File: src/hw/rtl/idtu_pkg.sv
// ----------------------------------------------------------------------------
// idtu_pkg: shared types and constants for the ISO date-time to Unix seconds
// converter (character classes, parse phases, controller/datapath bundles).
// ----------------------------------------------------------------------------
`default_nettype none

package idtu_pkg;

    localparam int YEAR_W   = 14;
    localparam int FIELD_W  = 7;
    localparam int EPOCH_W  = 39;
    localparam int TDATA_W  = 40;
    localparam int CHAR_W   = 8;

    // Character codes
    localparam logic [CHAR_W-1:0] CH_NUL   = 8'h00;
    localparam logic [CHAR_W-1:0] CH_DIG0  = 8'h30;
    localparam logic [CHAR_W-1:0] CH_DIG9  = 8'h39;
    localparam logic [CHAR_W-1:0] CH_DASH  = 8'h2D;
    localparam logic [CHAR_W-1:0] CH_TEE   = 8'h54;
    localparam logic [CHAR_W-1:0] CH_COLON = 8'h3A;

    // Digits per field
    localparam logic [2:0] YEAR_DIGITS  = 3'd4;
    localparam logic [2:0] FIELD_DIGITS = 3'd2;

    // Days-from-civil constants
    localparam int DAYS_PER_ERA  = 146097;
    localparam int EPOCH_SHIFT   = 719468;
    localparam int SECS_PER_DAY  = 86400;
    localparam int MONTH_MUL     = 153;
    localparam int YEARS_PER_ERA = 400;
    localparam int SECS_PER_HOUR = 3600;
    localparam int SECS_PER_MIN  = 60;
    localparam int DAYS_PER_YEAR = 365;

    // Reciprocals: exact over the value ranges seen here
    localparam int ERA_RECIP  = 5243;   // y / 400   = (y * 5243) >> 21, y < 16384
    localparam int ERA_SHIFT  = 21;
    localparam int DIV5_RECIP = 13108;  // x / 5     = (x * 13108) >> 16, x < 16384
    localparam int DIV5_SHIFT = 16;
    localparam int C100_RECIP = 41;     // v / 100   = (v * 41) >> 12, v < 400
    localparam int C100_SHIFT = 12;

    // Conversion pipeline depth
    localparam int CONV_STEPS = 7;
    localparam int STEP_W     = $clog2(CONV_STEPS);

    typedef enum logic [2:0] {
        PH_YEAR   = 3'd0,
        PH_MONTH  = 3'd1,
        PH_DAY    = 3'd2,
        PH_HOUR   = 3'd3,
        PH_MINUTE = 3'd4,
        PH_SECOND = 3'd5,
        PH_TAIL   = 3'd6
    } t_phase;

    typedef struct packed {
        logic   acc_en;     // shift a digit into the field accumulator
        t_phase field;      // which accumulator
        logic   capture;    // latch accumulators for conversion
        logic   ok;         // parse result travelling with capture
        logic   clear;      // clear accumulators for the next string
        logic   step;       // advance the conversion pipeline
        logic   out_load;   // load the output register
    } t_dp_cmd;

    typedef struct packed {
        logic is_digit;
        logic is_zero;
        logic is_dash;
        logic is_tee;
        logic is_colon;
    } t_dp_stat;

endpackage

`default_nettype wire

File: src/hw/rtl/idtu_ctrl.sv
// ----------------------------------------------------------------------------
// idtu_ctrl: controller
// Tracks the parse phase per character, sequences the conversion pipeline and
// owns the output valid flag.
// ----------------------------------------------------------------------------
`default_nettype none

module idtu_ctrl (
    input  wire logic               i_clk,
    input  wire logic               i_rst_n,
    input  wire logic               i_s_valid,
    output logic                    o_s_ready,
    input  wire idtu_pkg::t_dp_stat i_stat,
    output idtu_pkg::t_dp_cmd       o_cmd,
    output logic                    o_m_valid,
    input  wire logic               i_m_ready
);
    import idtu_pkg::*;

    typedef enum logic [1:0] {
        ST_PARSE,
        ST_CONV,
        ST_DONE
    } t_state;

    t_state            r_state, n_state;
    t_phase            r_phase, n_phase;
    logic [2:0]        r_cnt, n_cnt;
    logic              r_failed, n_failed;
    logic [STEP_W-1:0] r_step, n_step;
    logic              r_out_valid, n_out_valid;

    logic       accept;
    logic [2:0] limit;
    logic       sep_match;

    assign accept    = i_s_valid && (r_state == ST_PARSE);
    assign limit     = (r_phase == PH_YEAR) ? YEAR_DIGITS : FIELD_DIGITS;
    assign o_s_ready = (r_state == ST_PARSE);
    assign o_m_valid = r_out_valid;

    always_comb begin
        unique case (r_phase) inside
            PH_YEAR, PH_MONTH: sep_match = i_stat.is_dash;
            PH_DAY:            sep_match = i_stat.is_tee;
            PH_HOUR:           sep_match = i_stat.is_colon;
            default:           sep_match = 1'b0;
        endcase
    end

    always_comb begin
        n_state  = r_state;
        n_phase  = r_phase;
        n_cnt    = r_cnt;
        n_failed = r_failed;
        n_step   = r_step;
        o_cmd          = '0;
        o_cmd.field    = r_phase;

        unique case (r_state)
            ST_PARSE: begin
                if (accept) begin
                    if (r_failed || r_phase == PH_TAIL) begin
                        // skip up to the terminator
                    end else if (i_stat.is_digit && r_cnt < limit) begin
                        o_cmd.acc_en = 1'b1;
                        n_cnt        = r_cnt + 3'd1;
                    end else if (r_phase <= PH_HOUR) begin
                        if (sep_match) begin
                            n_phase = t_phase'(3'(r_phase) + 3'd1);
                            n_cnt   = '0;
                        end else begin
                            n_failed = 1'b1;
                        end
                    end else if (r_phase == PH_MINUTE && i_stat.is_colon) begin
                        n_phase = PH_SECOND;
                        n_cnt   = '0;
                    end else begin
                        n_phase = PH_TAIL;
                    end

                    if (i_stat.is_zero) begin
                        // ok needs the minutes field reached with no failure so far
                        o_cmd.capture = 1'b1;
                        o_cmd.ok      = !r_failed && (r_phase >= PH_MINUTE);
                        o_cmd.clear   = 1'b1;
                        n_phase       = PH_YEAR;
                        n_cnt         = '0;
                        n_failed      = 1'b0;
                        n_step        = '0;
                        n_state       = ST_CONV;
                    end
                end
            end
            ST_CONV: begin
                o_cmd.step = 1'b1;
                n_step     = r_step + STEP_W'(1);
                if (r_step == STEP_W'(CONV_STEPS - 1)) begin
                    n_state = ST_DONE;
                end
            end
            ST_DONE: begin
                if (!r_out_valid || i_m_ready) begin
                    o_cmd.out_load = 1'b1;
                    n_state        = ST_PARSE;
                end
            end
            default: n_state = ST_PARSE;
        endcase

        n_out_valid = o_cmd.out_load || (r_out_valid && !i_m_ready);
    end

    always_ff @(posedge i_clk) begin
        if (!i_rst_n) begin
            r_state     <= ST_PARSE;
            r_phase     <= PH_YEAR;
            r_cnt       <= '0;
            r_failed    <= 1'b0;
            r_step      <= '0;
            r_out_valid <= 1'b0;
        end else begin
            r_state     <= n_state;
            r_phase     <= n_phase;
            r_cnt       <= n_cnt;
            r_failed    <= n_failed;
            r_step      <= n_step;
            r_out_valid <= n_out_valid;
        end
    end

endmodule

`default_nettype wire

File: src/hw/rtl/idtu_dp.sv
// ----------------------------------------------------------------------------
// idtu_dp: datapath
// Character classification, field accumulators, a seven-stage days-from-civil
// pipeline and the output register.
// ----------------------------------------------------------------------------
`default_nettype none

module idtu_dp (
    input  wire logic                            i_clk,
    input  wire logic                            i_rst_n,
    input  wire logic [idtu_pkg::CHAR_W-1:0]     i_char,
    input  wire idtu_pkg::t_dp_cmd               i_cmd,
    output idtu_pkg::t_dp_stat                   o_stat,
    output logic [idtu_pkg::TDATA_W-1:0]         o_data,
    output logic                                 o_ok
);
    import idtu_pkg::*;

    // Character class
    logic [3:0] digit;
    assign digit           = i_char[3:0];
    assign o_stat.is_digit = (i_char >= CH_DIG0) && (i_char <= CH_DIG9);
    assign o_stat.is_zero  = (i_char == CH_NUL);
    assign o_stat.is_dash  = (i_char == CH_DASH);
    assign o_stat.is_tee   = (i_char == CH_TEE);
    assign o_stat.is_colon = (i_char == CH_COLON);

    // Field accumulators
    logic [YEAR_W-1:0]  r_year;
    logic [FIELD_W-1:0] r_month, r_day, r_hour, r_min, r_sec;

    always_ff @(posedge i_clk) begin
        if (!i_rst_n || i_cmd.clear) begin
            r_year  <= '0;
            r_month <= '0;
            r_day   <= '0;
            r_hour  <= '0;
            r_min   <= '0;
            r_sec   <= '0;
        end else if (i_cmd.acc_en) begin
            case (i_cmd.field)
                PH_YEAR:   r_year  <= r_year  * YEAR_W'(10)  + YEAR_W'(digit);
                PH_MONTH:  r_month <= r_month * FIELD_W'(10) + FIELD_W'(digit);
                PH_DAY:    r_day   <= r_day   * FIELD_W'(10) + FIELD_W'(digit);
                PH_HOUR:   r_hour  <= r_hour  * FIELD_W'(10) + FIELD_W'(digit);
                PH_MINUTE: r_min   <= r_min   * FIELD_W'(10) + FIELD_W'(digit);
                default:   r_sec   <= r_sec   * FIELD_W'(10) + FIELD_W'(digit);
            endcase
        end
    end

    // Capture: March-based year. Year 0 in Jan/Feb becomes -1, carried as a flag
    // (era 0, yoe -1, yoe/4 and yoe/100 both 0 under truncation).
    logic               early_month;
    logic               r_neg, r_ok;
    logic [YEAR_W-1:0]  r_y;
    logic [FIELD_W-1:0] r_m, r_d, r_h, r_mi, r_s;

    assign early_month = (r_month <= FIELD_W'(2));

    always_ff @(posedge i_clk) begin
        if (i_cmd.capture) begin
            r_neg <= early_month && (r_year == '0);
            r_y   <= (early_month && (r_year != '0)) ? r_year - YEAR_W'(1) : r_year;
            r_m   <= early_month ? r_month + FIELD_W'(12) : r_month;
            r_d   <= r_day;
            r_h   <= r_hour;
            r_mi  <= r_min;
            r_s   <= r_sec;
            r_ok  <= i_cmd.ok;
        end
    end

    // Conversion pipeline; capture registers stay stable while it runs
    logic [26:0] era_prod;
    logic [14:0] yoe_full;
    logic [27:0] q5_prod;
    logic [14:0] c100_prod;
    logic signed [42:0] dsec_prod;

    logic [5:0]  r_era;
    logic [13:0] r_t153;
    logic [18:0] r_h3600;
    logic [12:0] r_mi60;
    logic [8:0]  r_yoe;
    logic [11:0] r_q5;
    logic [18:0] r_hms;
    logic [12:0] r_doyp;          // day of year plus one
    logic [17:0] r_yoe365;
    logic [6:0]  r_yoe4;
    logic [2:0]  r_yoe100;
    logic signed [19:0] r_doe;
    logic [22:0] r_era146;
    logic signed [24:0] r_days;
    logic [EPOCH_W-1:0] r_dsec;
    logic [EPOCH_W-1:0] r_sum;

    localparam logic signed [17:0] DAY_SECS = 18'(SECS_PER_DAY);

    assign era_prod  = 27'(r_y) * 27'(ERA_RECIP);
    assign yoe_full  = 15'(r_y) - 15'(r_era) * 15'(YEARS_PER_ERA);
    assign q5_prod   = 28'(r_t153) * 28'(DIV5_RECIP);
    assign c100_prod = 15'(r_yoe) * 15'(C100_RECIP);
    assign dsec_prod = r_days * DAY_SECS;

    always_ff @(posedge i_clk) begin
        if (i_cmd.step) begin
            // stage 1
            r_era    <= era_prod[ERA_SHIFT +: 6];
            r_t153   <= (14'(r_m) - 14'd3) * 14'(MONTH_MUL) + 14'd2;
            r_h3600  <= 19'(r_h) * 19'(SECS_PER_HOUR);
            r_mi60   <= 13'(r_mi) * 13'(SECS_PER_MIN);
            // stage 2
            r_yoe    <= yoe_full[8:0];
            r_q5     <= q5_prod[DIV5_SHIFT +: 12];
            r_hms    <= r_h3600 + 19'(r_mi60) + 19'(r_s);
            // stage 3
            r_doyp   <= 13'(r_q5) + 13'(r_d);
            r_yoe365 <= 18'(r_yoe) * 18'(DAYS_PER_YEAR);
            r_yoe4   <= r_yoe[8:2];
            r_yoe100 <= c100_prod[C100_SHIFT +: 3];
            // stage 4
            r_doe    <= r_neg ? 20'(r_doyp) - 20'(DAYS_PER_YEAR + 1)
                              : 20'(r_yoe365) + 20'(r_yoe4) - 20'(r_yoe100)
                                + 20'(r_doyp) - 20'd1;
            r_era146 <= 23'(r_era) * 23'(DAYS_PER_ERA);
            // stage 5
            r_days   <= 25'(r_era146) + {{5{r_doe[19]}}, r_doe} - 25'(EPOCH_SHIFT);
            // stage 6
            r_dsec   <= dsec_prod[EPOCH_W-1:0];
            // stage 7
            r_sum    <= r_dsec + EPOCH_W'(r_hms);
        end
    end

    // Output register
    always_ff @(posedge i_clk) begin
        if (i_cmd.out_load) begin
            o_ok   <= r_ok;
            o_data <= r_ok ? TDATA_W'(r_sum) : '0;
        end
    end

endmodule

`default_nettype wire

File: src/hw/rtl/iso_datetime_to_unix_seconds.sv
// ----------------------------------------------------------------------------
// iso_datetime_to_unix_seconds: streaming YYYY-MM-DDTHH:MM[:SS] parser with
// conversion to signed seconds since 1970-01-01 UTC.
// ----------------------------------------------------------------------------
//  channel   dir  tdata                                tuser
//  s_axis    in   [7:0] char_in                        -
//  m_axis    out  [38:0] epoch_seconds, [39] zero pad  [0] parse_ok
//
//  Characters are taken one per cycle. After a zero byte the input holds
//  tready low through the 7 steps of the conversion pipeline and the load
//  of the output register. The load waits while an earlier result still sits
//  unaccepted in the output register; otherwise the next string streams in
//  while the result waits. Synchronous active-low reset clears parse state,
//  accumulators and output valid.
// ----------------------------------------------------------------------------
`default_nettype none

module iso_datetime_to_unix_seconds (
    input  wire logic        i_clk,
    input  wire logic        i_rst_n,
    input  wire logic        i_s_axis_tvalid,
    output logic             o_s_axis_tready,
    input  wire logic [7:0]  i_s_axis_tdata,   // [7:0] char_in
    output logic             o_m_axis_tvalid,
    input  wire logic        i_m_axis_tready,
    output logic [39:0]      o_m_axis_tdata,   // [38:0] epoch_seconds, [39] zero
    output logic             o_m_axis_tuser    // [0] parse_ok
);
    import idtu_pkg::*;

    t_dp_cmd  cmd;
    t_dp_stat stat;

    idtu_ctrl u_ctrl (
        .i_clk     (i_clk),
        .i_rst_n   (i_rst_n),
        .i_s_valid (i_s_axis_tvalid),
        .o_s_ready (o_s_axis_tready),
        .i_stat    (stat),
        .o_cmd     (cmd),
        .o_m_valid (o_m_axis_tvalid),
        .i_m_ready (i_m_axis_tready)
    );

    idtu_dp u_dp (
        .i_clk   (i_clk),
        .i_rst_n (i_rst_n),
        .i_char  (i_s_axis_tdata),
        .i_cmd   (cmd),
        .o_stat  (stat),
        .o_data  (o_m_axis_tdata),
        .o_ok    (o_m_axis_tuser)
    );

endmodule

`default_nettype wire

File: config.mk
export PLATFORM = sky130hd
export DESIGN_NAME = iso_datetime_to_unix_seconds
export DESIGN_NICKNAME = d
export VERILOG_FILES = /design/src/hw/rtl/idtu_pkg.sv /design/src/hw/rtl/idtu_ctrl.sv /design/src/hw/rtl/idtu_dp.sv /design/src/hw/rtl/iso_datetime_to_unix_seconds.sv
export SDC_FILE = /design/constraint.sdc
export NUM_CORES = 2
export LEC_CHECK = 0
export ABC_AREA = 1
export BUFFER_PORTS_ARGS = -buffer_cell sky130_fd_sc_hd__buf_2
export CORE_MARGIN = 4
export CORE_UTILIZATION = 35
export CTS_BUF_LIST = sky130_fd_sc_hd__clkbuf_2 sky130_fd_sc_hd__clkbuf_4 sky130_fd_sc_hd__clkbuf_8
export CTS_CLUSTER_DIAMETER = 150
export DETAILED_ROUTE_END_ITERATION = 10
export PLACE_DENSITY = 0.58
export SLEW_MARGIN = 20
export SYNTH_ARGS = -nofsm -noshare
export SYNTH_HDL_FRONTEND = slang
export SYNTH_SLANG_ARGS = --single-unit
File: constraint.sdc
create_clock -name i_clk -period 39.5 [get_ports i_clk]
set_clock_uncertainty 0.05 [all_clocks]
set_input_delay 7.9 -clock i_clk [delete_from_list [all_inputs] [get_ports i_clk]]
set_output_delay 7.9 -clock i_clk [all_outputs]
set_load 0.005 [all_outputs]
-- After elaboration in Yosys (flattened, before gate mapping)
Index checks and enable logic that the tools add are counted.
W data, S select, Z words.
- register bits: 420
- input bits: 12
- output and inout port bits: 43
- word-level logic and storage cells: 185
- $add $sub $neg: 25
- multipliers: 16
- magnitude comparators: 6
- eq/ne operators: 20
- muxes and demuxes: 40
- bitwise gates (word level): 1
- reductions and logical operators: 38
- operator list (operator ; number):
    $mux W3 ; 17
    $add A39 B19 Y39 ; 1
    $add A7 B4 Y7 ; 5
    $mul A7 B3 Y6 const B ; 5
    $mul A25 B11 Y32 const B ; 1
    $mul A14 B13 Y27 const B ; 1
    $mul A14 B12 Y26 const B ; 1
    $add A24 B20 Y25 ; 1
    $sub A25 B20 Y25 const B ; 1
    $mul A6 B18 Y23 const B ; 1
    $add A20 B13 Y20 ; 1
    $mux W20 ; 1
    $sub A20 B1 Y20 const B ; 1
    $sub A20 B3 Y20 ; 1
    $add A18 B7 Y19 ; 1
    $add A19 B13 Y19 ; 1
    $add A19 B7 Y19 ; 1
    $mul A9 B9 Y18 const B ; 1
    $eq A8 B6 Y1 const B ; 2
    $mul A7 B8 Y15 const B ; 1
    $mul A9 B6 Y15 const B ; 1
    $add A14 B2 Y14 const B ; 1
    $add A14 B4 Y14 ; 1
    $logic_not A14 Y1 ; 1
    other kinds (51) ; 97

-- Depth between registers and ports, before layout
- word-level depth: 9
- depth in mapped cells: 21

-- Hierarchy
From an unflattened synthesis, not the netlist that was laid out.
- cells, all modules: 4243
- area, all modules: 39643.0 um2
- modules (own cells, without submodules) (module ; times used ; cells each ; area each (um2) ; seq. area each (um2)):
    idtu_dp ; 1 ; 4108 ; 38644.6 ; 11701.2
    idtu_ctrl ; 1 ; 135 ; 998.5 ; 260.2

-- Worst setup path after synthesis
No wires, ideal clock.
- kind: reg2reg
- from: register u_ctrl.r_state[0]
- to: register u_ctrl.r_step[1]
- library setup time: 0.070 ns
- arrival time: 13.395 ns
- data required time: 39.380 ns
- setup slack: 25.985 ns
- stages on the path, launching flop included: 6
- path buffers: 0
- period minus slack after synthesis: 13.515 ns
- cell sequence: dfxtp_1 inv_1 nor2_1 inv_1 or2_2 a21oi_1
- word-level cells in the longest chain between the ends: 4
- elaborated cells between the ends (all ways): 8
- those cells by class: eq/ne (3); mux (1); reduce/logical (4)
- RTL lines (element ; line ; source):
    start: declaration ; idtu_ctrl.sv:26 ; t_state r_state, n_state;
    start signal: assignment ; idtu_ctrl.sv:123 ; r_state <= n_state;
    $logic_not A2 Y1 ; idtu_ctrl.sv:37, idtu_ctrl.sv:60 ;
    $logic_and A1 B1 Y1 ; idtu_ctrl.sv:37 ; assign accept = i_s_valid && (r_state == ST_PARSE);
    $ne A2 B1 Y1 (no line) ; -- ;
    $reduce_and A3 Y1 (no line) ; -- ;
    end signal: assignment ; idtu_ctrl.sv:127 ; r_step <= n_step;
    end: declaration ; idtu_ctrl.sv:30 ; logic [STEP_W-1:0] r_step, n_step;
Several ways; a longest one is shown, not always the timed one.
A chain may end at the register's enable or synchronous reset.

-- Worst setup path in the final report
- from: input i_s_axis_tdata[2]
- to: register u_dp.r_year[11]
- word-level cells in the longest chain between the ends: 8
- elaborated cells between the ends (all ways): 15
- those cells by class: add/sub (1); order compare (2); mux (7); reduce/logical (5)
- RTL lines (element ; line ; source):
    start: declaration ; iso_datetime_to_unix_seconds.sv:23 ; input wire logic [7:0] i_s_axis_tdata,
    $ge A8 B6 Y1 or $le A8 B6 Y1 (tied branches) ; idtu_dp.sv:22 ; assign o_stat.is_digit = (i_char >= CH_DIG0) && (i_char <= CH_DIG9);
    $logic_and A1 B1 Y1 ; idtu_dp.sv:22 ;
    $logic_and A1 B1 Y1 ; idtu_ctrl.sv:65 ; end else if (i_stat.is_digit && r_cnt < limit) begin
    $mux W1 ; idtu_ctrl.sv:65 ;
    $mux W1 ; idtu_ctrl.sv:63 ; if (r_failed || r_phase == PH_TAIL) begin
    $mux W1 ; idtu_ctrl.sv:62 ; if (accept) begin
    $mux W1 ; idtu_ctrl.sv:60 ; unique case (r_state)
    $reduce_and A2 Y1 (no line) ; -- ;
    end signal: assignment ; idtu_dp.sv:42 ; PH_YEAR: r_year <= r_year * YEAR_W'(10) + YEAR_W'(digit);
    end: declaration ; idtu_dp.sv:29 ; logic [YEAR_W-1:0] r_year;
Several ways; a longest one is shown, not always the timed one.

==> results.md <==
Run status:
- The flow ran to the end, and the final reports show no timing, DRC or antenna violations.

Pwr:
- For this design the ratio of total power to cell area is 21.7 nW/µm².
- The peak supply drop is 0.0215 mV.
- The leakage dissipation is 21.3 nW.

Flow run:
- Across the run, the number of max-cap violations was 0.

Yosys:
- The number of cells produced by synthesis is 4,308.
- The number of warning messages in the yosys log is 0.
- The share of the yosys chip area belonging to registers is 0.301.
- The net count of the mapped netlist is 5,269.
- Yosys mapped a number of flops with a built-in enable equal to 357.
- Yosys mapped the design onto 56 distinct sky130hd cell types.
- The combined area of all synthesized cells is 39,800 µm².
- The most used flip-flop cell after synthesis is sky130_fd_sc_hd__edfxtp_1.
- The async set-reset flop share out of synthesis is 0.
- The flop and latch count out of synthesis is 419.
- After synthesis, the mean cell area works out to 9.24 µm².

Clock tree:
- The total CTS buffers is 77.
- CTS built an H-tree with a depth of 3.
- The number of setup buffers added after CTS is 0.
- The clock sink count is 419.
- The maximum clock insertion buffer count is 3.
- The clock tree from TritonCTS is built.
- The number of hold buffers added after CTS was 0.
- Clock-pin slew was measured on the worst setup and hold paths at 70 ps.
- The total of cells resized after clock tree synthesis is 0.
- The CTS root buffer is sky130_fd_sc_hd__clkbuf_8.
- The clock latency of the later-clocked register in the worst-skew pair is 690 ps.

STA:
- The max-slew violation total from the final report is 0.
- The final sum of negative setup slack is 0 ps.
- The number of endpoints failing setup at the final stage is 0.
- Across all hold checks on the routed design, the worst slack comes to 376 ps.
- Timing would allow up to 104 MHz.
- The final worst-path setup slack is 29,840 ps.
- Setup repair after global routing left no endpoint under its margin.
- The final count of hold timing violations was 0.
- The final period demand of the worst path is 9660 ps.
- Headroom to the max-slew limit came out at 0.409.
- The transition time at the pin with the least slew margin is 886 ps.
- The final critical-path share of the clock period is 0.245.

Final layout:
- From synthesis to final layout, the design area changed by 9.34%.
- In the layout the commonest cells are 961 x sky130_fd_sc_hd__inv_1, 680 x sky130_fd_sc_hd__ha_1, 611 x sky130_fd_sc_hd__nand2_1, 357 x sky130_fd_sc_hd__edfxtp_1, 269 x sky130_fd_sc_hd__fa_1.
- The most common cell after layout, fill and taps aside is sky130_fd_sc_hd__inv_1.
- Of the cells placed in the final design, the portion with a size suffix greater than 1 is 0.0510.
- The final net count is 5,392.

Floorplanning:
- For this design the top-level I/O count stands at 55.
- The initialized floorplan defines 123 standard-cell rows.
- The vertical die dimension is 345 µm.
- The area enclosed by the die boundary is 119,000 µm².
- The die is 345 µm wide.
- The area inside the core boundary is 113,000 µm².
- For this configuration, the core starts out at a cell density of 0.353.

Worst setup path:
- The maximum fanout along the worst path is 9.
- The slowest stage cell on the critical path is sky130_fd_sc_hd__fa_1.
- The launch instance of the worst register-to-register path is u_dp.r_t153[8].
- The kind of cell with the highest combined delay along the critical path is simple AND/OR/NAND/NOR gates.
- The kind of critical path is in -> reg.
- The data required time at the worst endpoint is 40,040 ps.
- Setup slack on the worst reg-to-reg path comes out at 34,600 ps.
- The delay contributed by the slowest stage of the critical path is 540 ps.
- In this run the worst setup path begins at i_s_axis_tdata[2].
- The sort of element at the end of the critical path is a flop.
- Walking the worst path, the cells encountered are buf_2, inv_1, fa_1, nor2_1, o21ai_0, nor2_1, nand3_1, nor2_1, nand2_1, nand3_1, nand3_1, nand2_1, inv_1.
- The worst register-to-register path has a depth of 17.
- The critical path runs through a total of 13 cells.
- The arrival time at the worst endpoint is 10,200 ps.
- The worst path buffer plus inverter count is 3.
- The worst setup path is launched from an input port.

GRT:
- The total grt overflow is 0.
- The number of global-route vias before repair is 28,700.
- The first-pass GRT wire length is 140,000 µm.
- The global router's overall resource usage is 0.139.
- The initial antenna violation count is 1.
- Entering global routing, the biggest net connects 121 pins.

Routing:
- Dividing the detail-routed via count by the number of cells gives 4.64.
- The count of nets left with antenna violations once routing finished came out at 0.
- The via count of the routed design is 27,800.
- The count of TritonRoute iterations in the first routing pass is 5.
- The routed design has 80,800 µm of wire.
- In the final routed layout, each cell accounts on average for 13.5 µm.
- For this block, the initial DRC count from the detailed router was 1,103.
- For this run, design rule violations remaining after detail routing come to 0.

Placement:
- The routability congestion estimate from global placement is 0.870.
- The port buffer count is 53.
- Before CTS, the worst setup slack after placement is 29,100 ps.
- The post-detailed-placement half-perimeter wirelength is 66,500 µm.

Worst hold path:
- The startpoint identified for the worst hold timing path is u_dp.r_hms[2].
- Along the worst hold path, the cell count comes to 0.
- The worst hold-check path type is reg -> reg.
==> per-stage QoR <==
| stage | power (mW) | cell area [µm²] | std cells | utilization |
|---|---|---|---|---|
| CTS | 0.962 | 43500 | 5992 | 0.386 |
| detailed placement | 0.529 | 41900 | 5852 | 0.372 |
| global placement | 0.528 | 41900 | 5852 | 0.372 |
| finish | 0.943 | 43500 | 5993 | 0.386 |
| global route | 0.987 | 43500 | 5993 | 0.386 |
| floorplan | 0.519 | 39800 | 4308 | - |
==> power breakdown <==
group          internal [mW]  total (mW)  switching (mW)
combinational         0.0151      0.0419          0.0268
sequential             0.476       0.478         0.00127
clock                  0.229       0.423           0.194
==> cell families (layout without fill, tap and decap cells) <==
| logic type | count (synthesis) | after routing | share of synthesized area |
|---|---|---|---|
| AND/OR/NAND/NOR | 1149 | 1149 | 0.124 |
| buffers and inverters | 989 | 1173 | 0.0941 |
| adder cells (fa/ha/maj) | 949 | 949 | 0.349 |
| AO/OA/AOI/OAI | 543 | 543 | 0.0752 |
| flip-flops | 419 | 419 | 0.301 |
| XOR/XNOR | 258 | 258 | 0.0568 |
| other | 1 | 2 | 0.0000943 |
==> flip-flops by register name, indices dropped and copies added, names as in the netlist, 14 cells and up <==
register       flops
u_dp.o_data       39
u_dp.r_sum        39
u_dp.r_dsec       32
u_dp.r_days       25
u_dp.r_era146     23
u_dp.r_doe        20
u_dp.r_hms        19
u_dp.r_yoe365     18
u_dp.r_h3600      15
u_dp.r_t153       14
u_dp.r_y          14
u_dp.r_year       14
==> final cells by class <==
class                   count  area, µm²
fillers                 11400      69200
multi-input cells        2900      24100
flip-flops and latches    419      12000
inverters                 972       3650
well taps                1500       1880
clock buffers              98       1240
repair buffers             61        338
clock inverters            42        337
diodes                      1       2.50
==> Yosys cell counts (5+ instances only) <==
master                       n  share of area
sky130_fd_sc_hd__inv_1     962          0.091
sky130_fd_sc_hd__ha_1      680           0.21
sky130_fd_sc_hd__nand2_1   611          0.058
sky130_fd_sc_hd__edfxtp_1  357           0.27
sky130_fd_sc_hd__fa_1      269           0.14
sky130_fd_sc_hd__a21oi_1   265          0.033
sky130_fd_sc_hd__nor2_1    249          0.023
sky130_fd_sc_hd__xor2_1    170          0.037
sky130_fd_sc_hd__o21ai_0   156          0.020
sky130_fd_sc_hd__nand3_1   127          0.016
sky130_fd_sc_hd__xnor2_1    88          0.019
sky130_fd_sc_hd__dfxtp_1    62          0.031
sky130_fd_sc_hd__nand4_1    55         0.0086
sky130_fd_sc_hd__nor3_1     45         0.0057
sky130_fd_sc_hd__a21o_1     22         0.0042
sky130_fd_sc_hd__a31oi_1    18         0.0028
sky130_fd_sc_hd__nor4_1     18         0.0028
sky130_fd_sc_hd__o21bai_1   18         0.0034
sky130_fd_sc_hd__o211ai_1   11         0.0021
sky130_fd_sc_hd__a21boi_0    9         0.0017
sky130_fd_sc_hd__clkbuf_1    9        0.00085
sky130_fd_sc_hd__nand3b_1    8         0.0015
sky130_fd_sc_hd__o21a_1      8         0.0015
sky130_fd_sc_hd__o22ai_1     8         0.0013
sky130_fd_sc_hd__o21ai_1     7        0.00088
sky130_fd_sc_hd__nand2_4     6         0.0017
sky130_fd_sc_hd__and3_1      5        0.00079
sky130_fd_sc_hd__clkinv_2    5        0.00063
sky130_fd_sc_hd__nand2_2     5        0.00079
sky130_fd_sc_hd__o31ai_1     5        0.00094
sky130_fd_sc_hd__or2_2       5        0.00079
==> worst reg2reg max path: stages, from the launching register on <==
cell	delay (ps)
sky130_fd_sc_hd__edfxtp_1	510
sky130_fd_sc_hd__ha_1	420
sky130_fd_sc_hd__inv_1	80
sky130_fd_sc_hd__fa_1	530
sky130_fd_sc_hd__inv_1	50
sky130_fd_sc_hd__fa_1	520
sky130_fd_sc_hd__inv_1	60
sky130_fd_sc_hd__fa_1	510
sky130_fd_sc_hd__fa_1	540
sky130_fd_sc_hd__inv_1	40
sky130_fd_sc_hd__ha_1	390
sky130_fd_sc_hd__nand2_1	140
sky130_fd_sc_hd__nor2_1	140
sky130_fd_sc_hd__inv_1	70
sky130_fd_sc_hd__nor3_1	210
sky130_fd_sc_hd__nand2_1	80
sky130_fd_sc_hd__o211ai_1	180
sky130_fd_sc_hd__xor2_1	90
==> routing by layer <==
metal | wire length [µm] | up-vias | global-route usage
met2 | 38200 | 362 | 0.239
met5 | 0 | - | 0
li1 | - | 14300 | -
met3 | 2310 | 128 | 0.0172
met4 | 2000 | 0 | 0.0390
met1 | 38300 | 13000 | 0.183
==> path summary, 6_finish.rpt <==
path                          end
hold / removal      u_dp.r_sum[2]
setup reg to reg     u_dp.r_q5[9]
setup / recovery  u_dp.r_year[11]
hold reg to reg     u_dp.r_sum[2]
No activity file was read; power rests on OpenSTA's default activity.
